**config.mk**
```make
export PLATFORM = sky130hd
export DESIGN_NAME = byte_escape_formatter
export DESIGN_NICKNAME = d
export VERILOG_FILES = /design/src/rtl/bef_pkg.sv /design/src/rtl/bef_front.sv /design/src/rtl/bef_queue.sv /design/src/rtl/bef_back.sv /design/src/rtl/byte_escape_formatter.sv
export SDC_FILE = /design/constraint.sdc
export NUM_CORES = 1
export LEC_CHECK = 0
export BUFFER_PORTS_ARGS = -buffer_cell sky130_fd_sc_hd__buf_4
export CAP_MARGIN = 10
export CELL_PAD_IN_SITES_DETAIL_PLACEMENT = 2
export CELL_PAD_IN_SITES_GLOBAL_PLACEMENT = 2
export CORE_ASPECT_RATIO = 0.7
export CORE_MARGIN = 2
export CORE_UTILIZATION = 42
export DETAILED_ROUTE_END_ITERATION = 6
export GPL_TIMING_DRIVEN = 0
export PLACE_DENSITY = 0.78
export SLEW_MARGIN = 25
export SYNTH_ARGS = -nofsm -noshare
export SYNTH_HDL_FRONTEND = slang
export SYNTH_HIERARCHICAL = 1
export SYNTH_SLANG_ARGS = --single-unit
```
**constraint.sdc**
```tcl
create_clock -name clk -period 6.6 [get_ports clk]
set_clock_uncertainty 0.05 [all_clocks]
set_input_delay 0 -clock clk [delete_from_list [all_inputs] [get_ports clk]]
set_output_delay 0 -clock clk [all_outputs]
set_load 0.01 [all_outputs]
```
**src/rtl/bef_pkg.sv**
```systemverilog
// Shared types, widths and command codes for the byte escape formatter.
`timescale 1ns / 1ps
`default_nettype none
package bef_pkg;

  // Field widths
  localparam int CAP_W  = 16;
  localparam int CNT_W  = 20;
  localparam int CMD_W  = 2;
  localparam int BYTE_W = 8;

  // Saturation limit of the required-length count
  localparam logic [CNT_W-1:0] CNT_MAX = {CNT_W{1'b1}};

  // Request queue between front and back
  localparam int QDEPTH = 4;
  localparam int QPTR_W = $clog2(QDEPTH);
  localparam int QCNT_W = $clog2(QDEPTH + 1);

  // Output stream packing: out_char, then required_length, padded to bytes
  localparam int OUT_TDATA_W = ((BYTE_W + CNT_W + 7) / 8) * 8;
  localparam int OUT_PAD_W   = OUT_TDATA_W - BYTE_W - CNT_W;

  // Command codes
  localparam logic [CMD_W-1:0] CMD_BEGIN = 2'd0;
  localparam logic [CMD_W-1:0] CMD_DATA  = 2'd1;
  localparam logic [CMD_W-1:0] CMD_END   = 2'd2;

  // Characters used by the escapes
  localparam logic [7:0] CH_BSLASH = 8'h5C;
  localparam logic [7:0] CH_X      = 8'h78;
  localparam logic [7:0] CH_SPACE  = 8'h20;
  localparam logic [7:0] CH_TILDE  = 8'h7E;
  localparam logic [7:0] CH_NUL    = 8'h00;

  // One escape (or terminator) waiting for the back end
  typedef struct packed {
    logic [3:0][7:0]  chars;    // chars[0] goes out first
    logic [1:0]       len_m1;   // character count minus one
    logic             term;
    logic             written;
    logic [CNT_W-1:0] req_len;
  } bef_entry_t;

endpackage
`default_nettype wire

```
**src/rtl/bef_front.sv**
```systemverilog
// Front end: takes requests, holds budget and count, builds the escape.
`timescale 1ns / 1ps
`default_nettype none
module bef_front (
  input  wire logic                      clk,
  input  wire logic                      rst_n,
  input  wire logic                      cfg_wr_en,
  input  wire logic [bef_pkg::CAP_W-1:0] cfg_wr_data,
  input  wire logic                      in_tvalid,
  output logic                           in_tready,
  input  wire logic [bef_pkg::CMD_W-1:0] in_command,
  input  wire logic [7:0]                in_data_byte,
  input  wire logic                      q_full,
  output logic                           q_push,
  output bef_pkg::bef_entry_t            q_wdata
);
  import bef_pkg::*;

  logic [CAP_W-1:0] capacity_r;
  logic [CAP_W-1:0] budget_r;
  logic [CAP_W-1:0] budget_nxt;
  logic [CNT_W-1:0] needed_r;
  logic [CNT_W-1:0] needed_nxt;

  logic             accept;
  logic             is_data;
  logic             is_begin;
  logic             is_end;
  logic [3:0][7:0]  esc_chars;
  logic [1:0]       esc_len_m1;
  logic [2:0]       esc_len;
  logic             fits;
  logic [CNT_W:0]   sum;

  // Hex digit in upper case
  function automatic logic [7:0] hex_char(input logic [3:0] nib);
    logic [7:0] r;
    if (nib < 4'd10) begin
      r = 8'h30 + {4'd0, nib};
    end else begin
      r = 8'h37 + {4'd0, nib};
    end
    return r;
  endfunction

  assign in_tready = !q_full;
  assign accept    = in_tvalid && in_tready;
  assign is_begin  = (in_command == CMD_BEGIN);
  assign is_data   = (in_command == CMD_DATA);
  assign is_end    = (in_command == CMD_END);

  // Escape classification
  always_comb begin
    esc_chars  = '0;
    esc_len_m1 = 2'd0;
    if (in_data_byte >= CH_SPACE && in_data_byte <= CH_TILDE &&
        in_data_byte != CH_BSLASH) begin
      esc_chars[0] = in_data_byte;
    end else if (in_data_byte == CH_BSLASH) begin
      esc_chars[0] = CH_BSLASH;
      esc_chars[1] = CH_BSLASH;
      esc_len_m1   = 2'd1;
    end else if (in_data_byte >= 8'h09 && in_data_byte <= 8'h0D) begin
      esc_chars[0] = CH_BSLASH;
      esc_len_m1   = 2'd1;
      case (in_data_byte[2:0])
        3'd1:    esc_chars[1] = 8'h68; // h
        3'd2:    esc_chars[1] = 8'h6E; // n
        3'd3:    esc_chars[1] = 8'h76; // v
        3'd4:    esc_chars[1] = 8'h6C; // l
        default: esc_chars[1] = 8'h72; // r
      endcase
    end else begin
      esc_chars[0] = CH_BSLASH;
      esc_chars[1] = CH_X;
      esc_chars[2] = hex_char(in_data_byte[7:4]);
      esc_chars[3] = hex_char(in_data_byte[3:0]);
      esc_len_m1   = 2'd3;
    end
  end

  assign esc_len = {1'b0, esc_len_m1} + 3'd1;
  assign fits    = (budget_r > {{(CAP_W-3){1'b0}}, esc_len});
  assign sum     = {1'b0, needed_r} + {{(CNT_W-2){1'b0}}, esc_len};

  // State update
  always_comb begin
    budget_nxt = budget_r;
    needed_nxt = needed_r;
    if (accept && is_begin) begin
      budget_nxt = capacity_r;
      needed_nxt = {{(CNT_W-1){1'b0}}, 1'b1};
    end else if (accept && is_data) begin
      needed_nxt = sum[CNT_W] ? CNT_MAX : sum[CNT_W-1:0];
      if (fits) begin
        budget_nxt = budget_r - {{(CAP_W-3){1'b0}}, esc_len};
      end
    end
  end

  // Queue request
  always_comb begin
    q_push  = accept && (is_data || is_end);
    q_wdata = '0;
    if (is_end) begin
      q_wdata.chars[0] = CH_NUL;
      q_wdata.term     = 1'b1;
      q_wdata.written  = (budget_r != '0);
      q_wdata.req_len  = needed_r;
    end else begin
      q_wdata.chars    = esc_chars;
      q_wdata.len_m1   = esc_len_m1;
      q_wdata.written  = fits;
      q_wdata.req_len  = needed_nxt;
    end
  end

  always_ff @(posedge clk) begin
    if (!rst_n) begin
      capacity_r <= '0;
      budget_r   <= '0;
      needed_r   <= {{(CNT_W-1){1'b0}}, 1'b1};
    end else begin
      if (cfg_wr_en) begin
        capacity_r <= cfg_wr_data;
      end
      budget_r <= budget_nxt;
      needed_r <= needed_nxt;
    end
  end

`ifndef SYNTHESIS
  // Budget only grows on a begin request
  a_budget_mono: assert property (@(posedge clk) disable iff (!rst_n)
    !(accept && is_begin) |=> budget_r <= $past(budget_r))
    else $error("budget grew without begin");
  // Required length never drops to zero
  a_needed_nz: assert property (@(posedge clk) disable iff (!rst_n)
    needed_r != '0)
    else $error("required length is zero");
`endif

endmodule
`default_nettype wire

```
**src/rtl/bef_queue.sv**
```systemverilog
// Short request queue between front and back ends.
`timescale 1ns / 1ps
`default_nettype none
module bef_queue (
  input  wire logic                clk,
  input  wire logic                rst_n,
  input  wire logic                push,
  input  wire bef_pkg::bef_entry_t wdata,
  input  wire logic                pop,
  output bef_pkg::bef_entry_t      rdata,
  output logic                     valid,
  output logic                     full
);
  import bef_pkg::*;

  bef_entry_t        mem_r [QDEPTH];
  logic [QPTR_W-1:0] wptr_r;
  logic [QPTR_W-1:0] rptr_r;
  logic [QCNT_W-1:0] cnt_r;
  logic              do_push;
  logic              do_pop;

  assign valid   = (cnt_r != '0);
  assign full    = (cnt_r == QCNT_W'(QDEPTH));
  assign rdata   = mem_r[rptr_r];
  assign do_push = push && !full;
  assign do_pop  = pop && valid;

  always_ff @(posedge clk) begin
    if (do_push) begin
      mem_r[wptr_r] <= wdata;
    end
  end

  // Pointers and fill count
  always_ff @(posedge clk) begin
    if (!rst_n) begin
      wptr_r <= '0;
      rptr_r <= '0;
      cnt_r  <= '0;
    end else begin
      if (do_push) begin
        wptr_r <= wptr_r + 1'b1;
      end
      if (do_pop) begin
        rptr_r <= rptr_r + 1'b1;
      end
      if (do_push && !do_pop) begin
        cnt_r <= cnt_r + 1'b1;
      end else if (do_pop && !do_push) begin
        cnt_r <= cnt_r - 1'b1;
      end
    end
  end

`ifndef SYNTHESIS
  // Count never passes the depth
  a_cnt_max: assert property (@(posedge clk) disable iff (!rst_n)
    cnt_r <= QCNT_W'(QDEPTH))
    else $error("queue overfilled");
  // Front never pushes into a full queue
  a_no_ovf: assert property (@(posedge clk) disable iff (!rst_n)
    full |-> !push)
    else $error("push while full");
`endif

endmodule
`default_nettype wire

```
**src/rtl/bef_back.sv**
```systemverilog
// Back end: streams the characters of each queued escape, one per cycle while the output is not stalled.
`timescale 1ns / 1ps
`default_nettype none
module bef_back (
  input  wire logic                      clk,
  input  wire logic                      rst_n,
  input  wire bef_pkg::bef_entry_t       q_rdata,
  input  wire logic                      q_valid,
  output logic                           q_pop,
  input  wire logic                      out_tready,
  output logic                           out_valid,
  output logic [7:0]                     out_char,
  output logic                           out_term,
  output logic                           out_written,
  output logic [bef_pkg::CNT_W-1:0]      out_req_len,
  output logic                           out_last
);
  import bef_pkg::*;

  bef_entry_t       cur_r;
  logic             cur_valid_r;
  logic [1:0]       idx_r;
  logic [1:0]       idx_nxt;
  logic             out_valid_r;
  logic [7:0]       out_char_r;
  logic             out_term_r;
  logic             out_written_r;
  logic [CNT_W-1:0] out_req_r;
  logic             out_last_r;
  logic             out_load;
  logic             cur_last;
  logic             emit;

  assign out_load = !out_valid_r || out_tready;
  assign cur_last = (idx_r == cur_r.len_m1);
  assign emit     = out_load && cur_valid_r;
  assign q_pop    = q_valid && (!cur_valid_r || (emit && cur_last));
  assign idx_nxt  = cur_last ? 2'd0 : idx_r + 2'd1;

  // Control
  always_ff @(posedge clk) begin
    if (!rst_n) begin
      cur_valid_r <= 1'b0;
      out_valid_r <= 1'b0;
      idx_r       <= 2'd0;
    end else begin
      if (out_load) begin
        out_valid_r <= cur_valid_r;
      end
      if (emit) begin
        idx_r <= idx_nxt;
      end
      if (q_pop) begin
        cur_valid_r <= 1'b1;
      end else if (emit && cur_last) begin
        cur_valid_r <= 1'b0;
      end
    end
  end

  // Payload
  always_ff @(posedge clk) begin
    if (q_pop) begin
      cur_r <= q_rdata;
    end
    if (emit) begin
      out_char_r    <= cur_r.chars[idx_r];
      out_term_r    <= cur_r.term;
      out_written_r <= cur_r.written;
      out_req_r     <= cur_r.req_len;
      out_last_r    <= cur_last;
    end
  end

  assign out_valid   = out_valid_r;
  assign out_char    = out_char_r;
  assign out_term    = out_term_r;
  assign out_written = out_written_r;
  assign out_req_len = out_req_r;
  assign out_last    = out_last_r;

`ifndef SYNTHESIS
  // A terminator is always the only result of its request
  a_term_last: assert property (@(posedge clk) disable iff (!rst_n)
    out_valid_r && out_term_r |-> out_last_r)
    else $error("terminator without last");
  // Character index never runs past the escape length
  a_idx_rng: assert property (@(posedge clk) disable iff (!rst_n)
    cur_valid_r |-> idx_r <= cur_r.len_m1)
    else $error("character index out of range");
`endif

endmodule
`default_nettype wire

```
**src/rtl/byte_escape_formatter.sv**
```systemverilog
// Top level of the byte escape formatter: front end, request queue, back end.
//
//  channel | direction | tdata                                 | tuser           | tlast
//  in_     | slave     | [7:0] data_byte                       | [1:0] command   | -
//  out_    | master    | [7:0] out_char, [27:8] required_length| [0] is_term,    | last
//          |           |                                       | [1] char_written|
//  cfg_    | write     | cfg_wr_data: out_capacity             | -               | -
//
// A data byte produces 1, 2 or 4 output characters, one per cycle on the output
// register while the output is not stalled; an end request gives one, a begin
// none. The output character rate sets throughput, and a new request is taken
// every cycle while the 4-entry queue has room. Reset (rst_n low, synchronous)
// clears budget to 0, count to 1, capacity to 0 and empties the queue. Output
// stalls back up through the queue and then drop in_tready.
`timescale 1ns / 1ps
`default_nettype none
module byte_escape_formatter (
  input  wire logic                            clk,
  input  wire logic                            rst_n,
  input  wire logic                            cfg_wr_en,
  input  wire logic [bef_pkg::CAP_W-1:0]       cfg_wr_data,
  input  wire logic                            in_tvalid,
  output logic                                 in_tready,
  input  wire logic [7:0]                      in_tdata,   // [7:0] data_byte
  input  wire logic [1:0]                      in_tuser,   // [1:0] command
  output logic                                 out_tvalid,
  input  wire logic                            out_tready,
  output logic [bef_pkg::OUT_TDATA_W-1:0]      out_tdata,  // out_char, required_length
  output logic [1:0]                           out_tuser,  // is_terminator, char_written
  output logic                                 out_tlast
);
  import bef_pkg::*;

  bef_entry_t       q_wdata;
  bef_entry_t       q_rdata;
  logic             q_push;
  logic             q_pop;
  logic             q_valid;
  logic             q_full;
  logic [7:0]       o_char;
  logic             o_term;
  logic             o_written;
  logic [CNT_W-1:0] o_req;

  bef_front u_front (
    .clk          (clk),
    .rst_n        (rst_n),
    .cfg_wr_en    (cfg_wr_en),
    .cfg_wr_data  (cfg_wr_data),
    .in_tvalid    (in_tvalid),
    .in_tready    (in_tready),
    .in_command   (in_tuser),
    .in_data_byte (in_tdata),
    .q_full       (q_full),
    .q_push       (q_push),
    .q_wdata      (q_wdata)
  );

  bef_queue u_queue (
    .clk   (clk),
    .rst_n (rst_n),
    .push  (q_push),
    .wdata (q_wdata),
    .pop   (q_pop),
    .rdata (q_rdata),
    .valid (q_valid),
    .full  (q_full)
  );

  bef_back u_back (
    .clk         (clk),
    .rst_n       (rst_n),
    .q_rdata     (q_rdata),
    .q_valid     (q_valid),
    .q_pop       (q_pop),
    .out_tready  (out_tready),
    .out_valid   (out_tvalid),
    .out_char    (o_char),
    .out_term    (o_term),
    .out_written (o_written),
    .out_req_len (o_req),
    .out_last    (out_tlast)
  );

  // Stream packing
  assign out_tdata = {{OUT_PAD_W{1'b0}}, o_req, o_char};
  assign out_tuser = {o_written, o_term};

endmodule
`default_nettype wire
```
==> flow_summary.yaml, run 1 <==
run_status:
  status: "finished, final reports clean"
grt:
  grtUsageMet2_pct: 42.9
  grt_util_all_layers_pct: 26.1
  grt_pass1_wl_um: 75300
  grt_overflow: 0
  use_met1_pct: 35.9
  gr-usage-met3_pct: 4.01
  antenna_found_initial: 5
  grt_max_degree: 40
  first_global_vias: 10900
  busiest_layer: "met2"
die:
  coreArea_mm2: 0.0371
  rows: 59
  die_h_um: 166
  fp.dieW_um: 236
  die-area_mm2: 0.0392
  start_util_pct: 42.5
  io_pins: 68
clock_network:
  cts_buffers: 39
  clk_latency_ns: 0.55
  post-cts-setup-buffers: 0
  ctsResizeCount: 0
  clock_sink_count: 376
  clk_path_buf_depth: 3
  cts_root_buffer: "clkbuf_16"
  cts_tree: "yes"
  htree_levels: 2
  clkTransAtPathRegs_ns: 0.06
routing:
  drt_first_pass_iters: 5
  remaining_drc_errors: 0
  dr.first_iter.drc_count: 846
  wl_per_cell_um: 30.1
  vias: 10200
  post_drt_via_cell_ratio: 6.06
  ant_nets: 0
  routed_wl_um: 50600
worst_hold_path:
  hold_path.class: "primary input to flip-flop"
  hold_end: "u_front/needed_r[4]$_SDFF_PN0_"
  min-delay-start: "in_tvalid"
  whs_path_depth: 4
critical_path:
  reg2reg_to: "u_queue/mem_r[3][10]$_DFFE_PP_"
  path_common_cell: "inv_1"
  rrSetupSlack_ns: 2.42
  critPathLaunchType: "primary input"
  critPathRequiredTime_ns: 6.80
  critPathCaptureType: "flip-flop"
  slowest_delay_ns: 0.69
  cp.arrival_ns: 5.83
  slowest_stage: "nor3_2"
  regToRegStartpoint: "u_front/needed_r[6]$_SDFF_PN0_"
  critPathKind: "primary input to flip-flop"
  crit_fanout: 10
  rr_worst_depth: 9
  path_cells: "dlygate4sd3_1 > buf_4 > inv_1 > ha_1 > nand2b_1 > a21oi_1 > nor3_2 > nor2_1 > nor2_1 > inv_1 > fa_1 > inv_1 > nand4_1 > a211oi_1 > o21ai_1 > clkbuf_1 > a41o_1 > a21oi_1"
logic_synthesis:
  synth_top_area_cell: "edfxtp_1"
  synth_edf_count: 311
  synth_cells: 1008
  ys_ff_latch: 376
  synth.avg_cell_area_um2: 15.7
  synth_top_area_share_pct: 59.1
  yosysMostFrequentCell: "edfxtp_1"
  ys_seq_area_share_pct: 67.4
  yosys_warnings: 6
  synth_cell_types: 75
  ys.flop_type: "edfxtp_1"
  synthTopCellsByArea: "edfxtp_1 (59%), dfxtp_1 (8.2%), mux4_2 (8.0%)"
  ys_async_sr_fraction_pct: 0
  synth_area_mm2: 0.0158
  ys_top_cells_by_count: "edfxtp_1 (311), dfxtp_1 (65), mux4_2 (56), nor2_1 (55), a21oi_1 (42)"
placement:
  port_buffers: 61
  dpl.hpwl_um: 32800
  place.gp.congestion: 0.858
  place_ws_ns: 0.827
  dp_cells: 1573
  placed_area_mm2: 0.0171
pwr:
  leakage_nw: 6.41
  vdd_drop_max_mv: 0.202
  total_power_mw: 7.02
  power_density_mw_per_mm2: 375
sta:
  setup_violations: 0
  tns_ns: 0
  max_slew.worst_pin.slew_ns: 1.04
  final_max_slew_viol_count: 0
  hold_viol_final: 0
  rsz0062_at_grt: "false"
  max_freq_ghz: 0.178
  finalWorstSetupSlack_ns: 0.974
  period_needed_ns: 5.63
  finalCritPeriodShare_pct: 85.2
  max_slew_margin_pct: 30.7
  timing.hold.ws_ns: 0.0620
finish:
  antennaDiodeCount: 0
  multi_input_area_mm2: 0.00469
  utilization_pct: 50.4
  regArea_mm2: 0.0106
  instances_no_fill: 1682
  num-fill-cells: 3390
  syn2layout_area_growth_pct: 18.5
  final_cell_area_mm2: 0.0187
  nets: 1219
  drive_gt1_share_pct: 20.7
run:
  drv_cap: 0
worst max-delay path: cells and delay by family:
family / cells / cell delay [ns]
buffers and inverters: 6 / 1.75
AO/OA/AOI/OAI: 5 / 1.61
AND/OR/NAND/NOR: 5 / 1.48
adder cells (fa/ha/maj): 2 / 0.94
cells in the final DEF, fill, tap and decap left out, types with 5 or more instances in the layout:
master	n
o21a_1	6
a21oi_1	42
o31ai_1	13
ha_1	22
mux4_1	8
nor2b_1	5
a41o_1	7
mux4_2	56
a31oi_1	26
inv_1	32
nand2_1	34
nand3_1	14
nor3_1	15
edfxtp_1	311
buf_6	5
clkinv_1	8
nand2b_1	5
and4_1	7
o21ai_0	32
dfxtp_1	65
clkinv_2	12
nor2_1	55
nand4_1	9
conb_1	9
xnor2_1	18
or2_2	7
buf_4	75
and2_1	8
dlygate4sd3_1	37
a211oi_1	7
buf_2	13
and3_1	7
or3_1	11
mux2i_1	20
or4_1	11
clkbuf_16	40
clkbuf_1	37
buf_12	8
flip-flops by register name, summed over array words and instances (netlist names), named ones only:
name / count
u_back/out_char: 8
u_queue/rptr_r: 2
u_front/needed_r: 20
u_back/out_req_len: 20
u_front/budget_r: 16
u_queue/wptr_r: 2
u_queue/mem_r: 224
u_back/out_valid: 1
u_back/out_term: 1
u_queue/cnt_r: 3
u_back/cur_valid_r: 1
u_back/cur_r: 56
u_back/out_written: 1
u_back/out_last: 1
u_back/idx_r: 2
u_front/capacity_r: 16
cell type report:
class                           count  share of cell area [%]
Multi-Input combinational cell    538                    25.1
Inverter                           33                   0.661
Clock inverter                     25                    1.12
Tap cell                          488                    3.26
Buffer                             68                    2.26
Sequential cell                   376                    56.8
Timing Repair Buffer              107                    5.28
Clock buffer                       47                    5.54
layer usage:
layer / vias up / routed length [µm]
li1: 4275 / -
met5: - / 0
met1: 5438 / 21700
met2: 395 / 24400
met4: 0 / 1480
met3: 93 / 3030
how the worst max path moves through the flow:
stage | from | endpoint | slack, ns
floorplan | u_queue/cnt_r[0]$_SDFFE_PN0P_ | u_queue/cnt_r[2]$_SDFFE_PN0P_ | 2.04
global placement | u_back/idx_r[0]$_SDFFE_PN0P_ | u_queue/cnt_r[2]$_SDFFE_PN0P_ | 0.16
detailed placement | in_tdata[1] | u_queue/mem_r[2][16]$_DFFE_PP_ | 0.83
CTS | in_tdata[1] | u_queue/mem_r[3][16]$_DFFE_PP_ | 0.78
global route | in_tdata[1] | u_queue/mem_r[3][10]$_DFFE_PP_ | 0.83
finish | in_tdata[1] | u_queue/mem_r[3][10]$_DFFE_PP_ | 0.97
power by group:
| group | total [mW] | internal (mW) | switching, mW |
|---|---|---|---|
| logic | 1.48 | 0.653 | 0.828 |
| clock network | 2.22 | 1.25 | 0.975 |
| registers | 3.32 | 3.10 | 0.220 |
timing repair:
item | 4_1_cts | 5_1_grt
hold endpoints to repair | 55 | 0
endpoints found under the setup margin | 0 | 0
hold buffers | 37 | 0
logic make-up after synthesis:
group	share of synthesized area, %
compound gates	7.93
buf+inv	3.46
mux	10.6
other cells	0.0475
simple gates	7.06
xor+xnor	1.32
fa+ha+maj	2.25
flops	67.4
No activity file was read; power rests on OpenSTA's default activity.
==> run 2, diff against run 1 <==
--- a/config.mk
+++ b/config.mk
@@ -15,6 +15,7 @@
 export DETAILED_ROUTE_END_ITERATION = 6
 export GPL_TIMING_DRIVEN = 0
 export PLACE_DENSITY = 0.78
+export REMOVE_ABC_BUFFERS = 1
 export SLEW_MARGIN = 25
 export SYNTH_ARGS = -nofsm -noshare
 export SYNTH_HDL_FRONTEND = slang
==> flow_summary.yaml, run 2 (same netlist as run 1, synthesis figures left out) <==
grt:
  grt_overflow: 0
  first_global_vias: 10700
  grt_max_degree: 39
  grt_pass1_wl_um: 68300
  grt_util_all_layers_pct: 23.1
  antenna_found_initial: 0
sta:
  max_freq_ghz: 0.192
  rsz0062_at_grt: "false"
  finalCritPeriodShare_pct: 79.0
  period_needed_ns: 5.21
  final_max_slew_viol_count: 0
  timing.hold.ws_ns: 0.106
  max_slew.worst_pin.slew_ns: 1.05
  setup_violations: 0
  max_slew_margin_pct: 30.1
  hold_viol_final: 0
  finalWorstSetupSlack_ns: 1.39
clock_network:
  clock_sink_count: 376
  cts_root_buffer: "clkbuf_16"
  htree_levels: 2
  clk_latency_ns: 0.55
  post-cts-setup-buffers: 0
  ctsResizeCount: 0
  cts_tree: "yes"
  clk_path_buf_depth: 3
  cts_buffers: 38
  clkTransAtPathRegs_ns: 0.07
pwr:
  vdd_drop_max_mv: 0.162
  power_density_mw_per_mm2: 369
  leakage_nw: 6.21
  total_power_mw: 6.83
critical_path:
  critPathCaptureType: "flip-flop"
  critPathRequiredTime_ns: 6.85
  critPathLaunchType: "primary input"
  critPathKind: "primary input to flip-flop"
  crit_fanout: 8
  cp.arrival_ns: 5.47
  rr_worst_depth: 7
worst_hold_path:
  whs_path_depth: 4
  hold_path.class: "primary input to flip-flop"
die:
  rows: 59
  io_pins: 68
  die_h_um: 166
  die-area_mm2: 0.0392
  coreArea_mm2: 0.0371
  start_util_pct: 42.5
  fp.dieW_um: 236
routing:
  routed_wl_um: 44400
  wl_per_cell_um: 27.4
  dr.first_iter.drc_count: 618
  drt_first_pass_iters: 5
  remaining_drc_errors: 0
  ant_nets: 0
  vias: 9611
  post_drt_via_cell_ratio: 5.92
placement:
  port_buffers: 63
  placed_area_mm2: 0.0168
  place.gp.congestion: 0.791
  place_ws_ns: 1.31
  dpl.hpwl_um: 28200
finish:
  syn2layout_area_growth_pct: 16.9
  nets: 1161
  reg_top3: "u_queue/mem_r (224), u_back/cur_r (56)"
  utilization_pct: 49.8
  num-fill-cells: 3379
  drive_gt1_share_pct: 18.8
  layout_commonest_cell: "edfxtp_1"
  largest-register: "u_queue/mem_r"
  final_cell_area_mm2: 0.0185
  largest_reg_flops: 224
  antennaDiodeCount: 0
  final_cell_mix: "edfxtp_1 (311), buf_4 (63), dfxtp_1 (63), mux4_2 (56), nor2_1 (55)"
run_status:
  status: "finished, final reports clean"
run:
  drv_cap: 0
run 2: worst max-delay path, stage by stage:
cell	delay (ns)
dlygate4sd3_1	0.54
buf_4	0.16
inv_1	0.20
ha_1	0.30
nand2b_1	0.13
a21oi_1	0.08
nor3_2	0.66
nor2_1	0.17
nor2_1	0.22
inv_1	0.17
fa_1	0.58
inv_1	0.23
nand4_1	0.15
a211o_1	0.38
a21oi_1	0.79
o21ai_0	0.25
a21oi_1	0.44
run 2: final timing paths:
kind                                  startpoint  slack (ns)                                to
setup / recovery                     in_tdata[1]        1.39    u_queue/mem_r[2][10]$_DFFE_PP_
hold / removal                         in_tvalid        0.11    u_front/needed_r[4]$_SDFF_PN0_
setup reg to reg  u_front/needed_r[6]$_SDFF_PN0_        2.71    u_queue/mem_r[2][10]$_DFFE_PP_
hold reg to reg       u_back/cur_r[17]$_DFFE_PP_        0.37  u_back/out_req_len[17]$_DFFE_PP_
run 2: layout make-up:
class | instances | area (µm²) | share of cell area [%]
tap | 488 | 611 | 3.31
inverter | 33 | 124 | 0.671
sequential | 376 | 10600 | 57.6
multi-input combinational | 538 | 4690 | 25.4
timing repair buffer | 118 | 1130 | 6.12
clock buffer | 63 | 1160 | 6.27
clock inverter | 7 | 111 | 0.603
run 2: through the flow:
step | setup TNS (ns) | std cells
floorplan | -0.550 | 947
CTS | 0 | 1623
finish | 0 | 1623
global route | 0 | 1623
global placement | -180.66 | 1498
detailed placement | 0 | 1510
run 2: what timing repair did:
action / CTS / global route
endpoints found under the hold margin: 104 / 0
setup endpoints to repair: 0 / 0
hold buffers: 43 / 0
run 2: metal layers:
| layer | up-vias | track usage (%) | part of all wire (%) |
|---|---|---|---|
| met5 | - | 0 | 0 |
| met4 | 0 | 5.76 | 2.0 |
| met3 | 70 | 3.52 | 4.9 |
| met2 | 283 | 39.0 | 50 |
| met1 | 5090 | 31.5 | 44 |
| li1 | 4168 | - | - |
run 2: report_power, final:
group	internal (mW)	total, mW	switching, mW
combinational	0.596	1.28	0.679
sequential	3.10	3.34	0.245
clock	1.32	2.21	0.894
total	5.01	6.83	1.82
==> run 3, diff against run 2 <==
--- a/config.mk
+++ b/config.mk
@@ -11,10 +11,10 @@
 export CELL_PAD_IN_SITES_GLOBAL_PLACEMENT = 2
 export CORE_ASPECT_RATIO = 0.7
 export CORE_MARGIN = 2
-export CORE_UTILIZATION = 42
+export CORE_UTILIZATION = 46
 export DETAILED_ROUTE_END_ITERATION = 6
 export GPL_TIMING_DRIVEN = 0
-export PLACE_DENSITY = 0.78
+export PLACE_DENSITY = 0.81
 export REMOVE_ABC_BUFFERS = 1
 export SLEW_MARGIN = 25
 export SYNTH_ARGS = -nofsm -noshare
==> constraint.sdc (replaced) <==
create_clock -name clk -period 5.2 [get_ports clk]
set_clock_uncertainty 0.05 [all_clocks]
set_input_delay 0 -clock clk [delete_from_list [all_inputs] [get_ports clk]]
set_output_delay 0 -clock clk [all_outputs]
set_load 0.01 [all_outputs]
==> flow_summary.yaml, run 3 (same netlist as run 1, synthesis figures left out) <==
critical_path:
  critPathCaptureType: "flip-flop"
  critPathLaunchType: "primary input"
  critPathKind: "primary input to flip-flop"
  crit_fanout: 15
  rrSetupSlack_ns: 1.31
  rr_worst_depth: 7
  path_cells: "dlygate4sd3_1 > buf_4 > inv_1 > ha_1 > a21oi_1 > nor3_4 > nor2_1 > nor2_1 > inv_1 > fa_1 > inv_1 > nand4_1 > a211oi_1 > o21ai_2 > and4_1 > a2111oi_1"
  reg2reg_to: "u_queue/mem_r[3][16]$_DFFE_PP_"
  slowest_stage: "a2111oi_1"
  cp.arrival_ns: 5.05
  regToRegStartpoint: "u_front/needed_r[6]$_SDFF_PN0_"
  path_common_cell: "inv_1"
  slowest_delay_ns: 0.65
  critPathRequiredTime_ns: 5.37
clock_network:
  htree_levels: 2
  cts_buffers: 38
  clk_latency_ns: 0.54
  clk_path_buf_depth: 3
  cts_root_buffer: "clkbuf_16"
  clock_sink_count: 376
  clkTransAtPathRegs_ns: 0.06
  cts_tree: "yes"
  post-cts-setup-buffers: 0
sta:
  setup_violations: 0
  rsz0062_at_grt: "false"
  max_slew_margin_pct: 28.3
  timing.hold.ws_ns: 0.0368
  max_freq_ghz: 0.205
  max_slew.worst_pin.slew_ns: 1.07
  hold_viol_final: 0
  final_max_slew_viol_count: 0
  period_needed_ns: 4.88
  finalCritPeriodShare_pct: 93.8
finish:
  layout_commonest_cell: "edfxtp_1"
  nets: 1160
  reg_top3: "u_queue/mem_r (224), u_back/cur_r (56)"
  syn2layout_area_growth_pct: 15.9
  final_cell_mix: "edfxtp_1 (311), buf_4 (63), dfxtp_1 (63), mux4_2 (56), nor2_1 (54)"
  antennaDiodeCount: 0
  largest-register: "u_queue/mem_r"
  num-fill-cells: 2967
  largest_reg_flops: 224
  drive_gt1_share_pct: 19.1
  instances_no_fill: 1569
pwr:
  total_power_mw: 8.54
  power_density_mw_per_mm2: 467
  vdd_drop_max_mv: 0.253
  leakage_nw: 6.16
routing:
  remaining_drc_errors: 0
  post_drt_via_cell_ratio: 6.22
  wl_per_cell_um: 29.7
  vias: 9754
  dr.first_iter.drc_count: 745
  routed_wl_um: 46600
  drt_first_pass_iters: 5
  ant_nets: 0
grt:
  antenna_found_initial: 0
  grt_util_all_layers_pct: 26.5
  grt_overflow: 0
  grt_max_degree: 38
  grt_pass1_wl_um: 70400
  first_global_vias: 10800
run:
  drv_cap: 0
run_status:
  status: "finished, final reports clean"
die:
  io_pins: 68
  fp.dieW_um: 225
  die-area_mm2: 0.0359
  start_util_pct: 47.0
  rows: 56
  coreArea_mm2: 0.0336
  die_h_um: 159
worst_hold_path:
  hold_path.class: "primary input to flip-flop"
  whs_path_depth: 3
  hold_end: "u_queue/mem_r[3][53]$_DFFE_PP_"
  min-delay-start: "in_tdata[1]"
placement:
  dpl.hpwl_um: 28500
  dp_cells: 1456
  place.gp.congestion: 0.803
  port_buffers: 63
[run 3: per-stage QoR]
step,utilization (%),setup WS (ns),area (µm²),setup TNS (ns)
4_1_cts,54.4,0.0606,18300,0
3_5_place_dp,49.6,0.00498,16700,0
3_3_place_gp,48.8,-5.32,16400,-254.11
5_1_grt,54.4,0.0661,18300,0
2_1_floorplan,-,-1.70,15400,-42.50
6_report,54.4,0.322,18300,0
[run 3: worst max-delay path by stage]
| stage | from | to | cells past startpoint | slack (ns) |
|---|---|---|---|---|
| final | in_tdata[5] | u_queue/mem_r[3][16]$_DFFE_PP_ | 16 | 0.32 |
| after global routing | in_tdata[0] | u_queue/mem_r[2][16]$_DFFE_PP_ | 17 | 0.07 |
| after CTS | in_tdata[0] | u_queue/mem_r[3][16]$_DFFE_PP_ | 17 | 0.06 |
| after detailed placement | in_tdata[1] | u_queue/mem_r[3][16]$_DFFE_PP_ | 16 | 0.005 |
| after global placement | u_back/idx_r[0]$_SDFFE_PN0P_ | u_queue/cnt_r[2]$_SDFFE_PN0P_ | 9 | -5.32 |
| after floorplan | u_back/idx_r[0]$_SDFFE_PN0P_ | u_queue/cnt_r[2]$_SDFFE_PN0P_ | 9 | -1.70 |
[run 3: area by class of cell]
cell class,instances,area [µm²],share of cell area (%)
flip-flops and latches,376,10600,58.1
inverters,33,124,0.676
well taps,435,544,2.97
repair buffers,117,1100,6.03
clock inverters,19,93.8,0.512
multi-input cells,538,4700,25.7
clock buffers,51,1090,5.97
[run 3: layer usage]
metal	global-route usage, %	wire length, µm
met3	4.26	2620
met2	45.5	23500
met4	6.77	1030
met5	0	0
met1	35.2	19400
[run 3: critical path, delay by kind of cell]
kind	cells	cell delay, ns
AOI/OAI and AO/OA	4	1.53
buffers and inverters	5	1.34
and+or+nand+nor	5	1.24
adders and majority gates	2	0.91
[run 3: power breakdown]
part           internal [mW]  switching [mW]
Combinational          0.751           0.897
Sequential              3.93           0.326
Clock                   1.48            1.16
[run 3: what timing repair did]
action / 4_1_cts / 5_1_grt
hold buffers: 43 / 0
hold endpoints to repair: 92 / 0
setup endpoints to repair: 0 / 32
resized for setup: 0 / 4
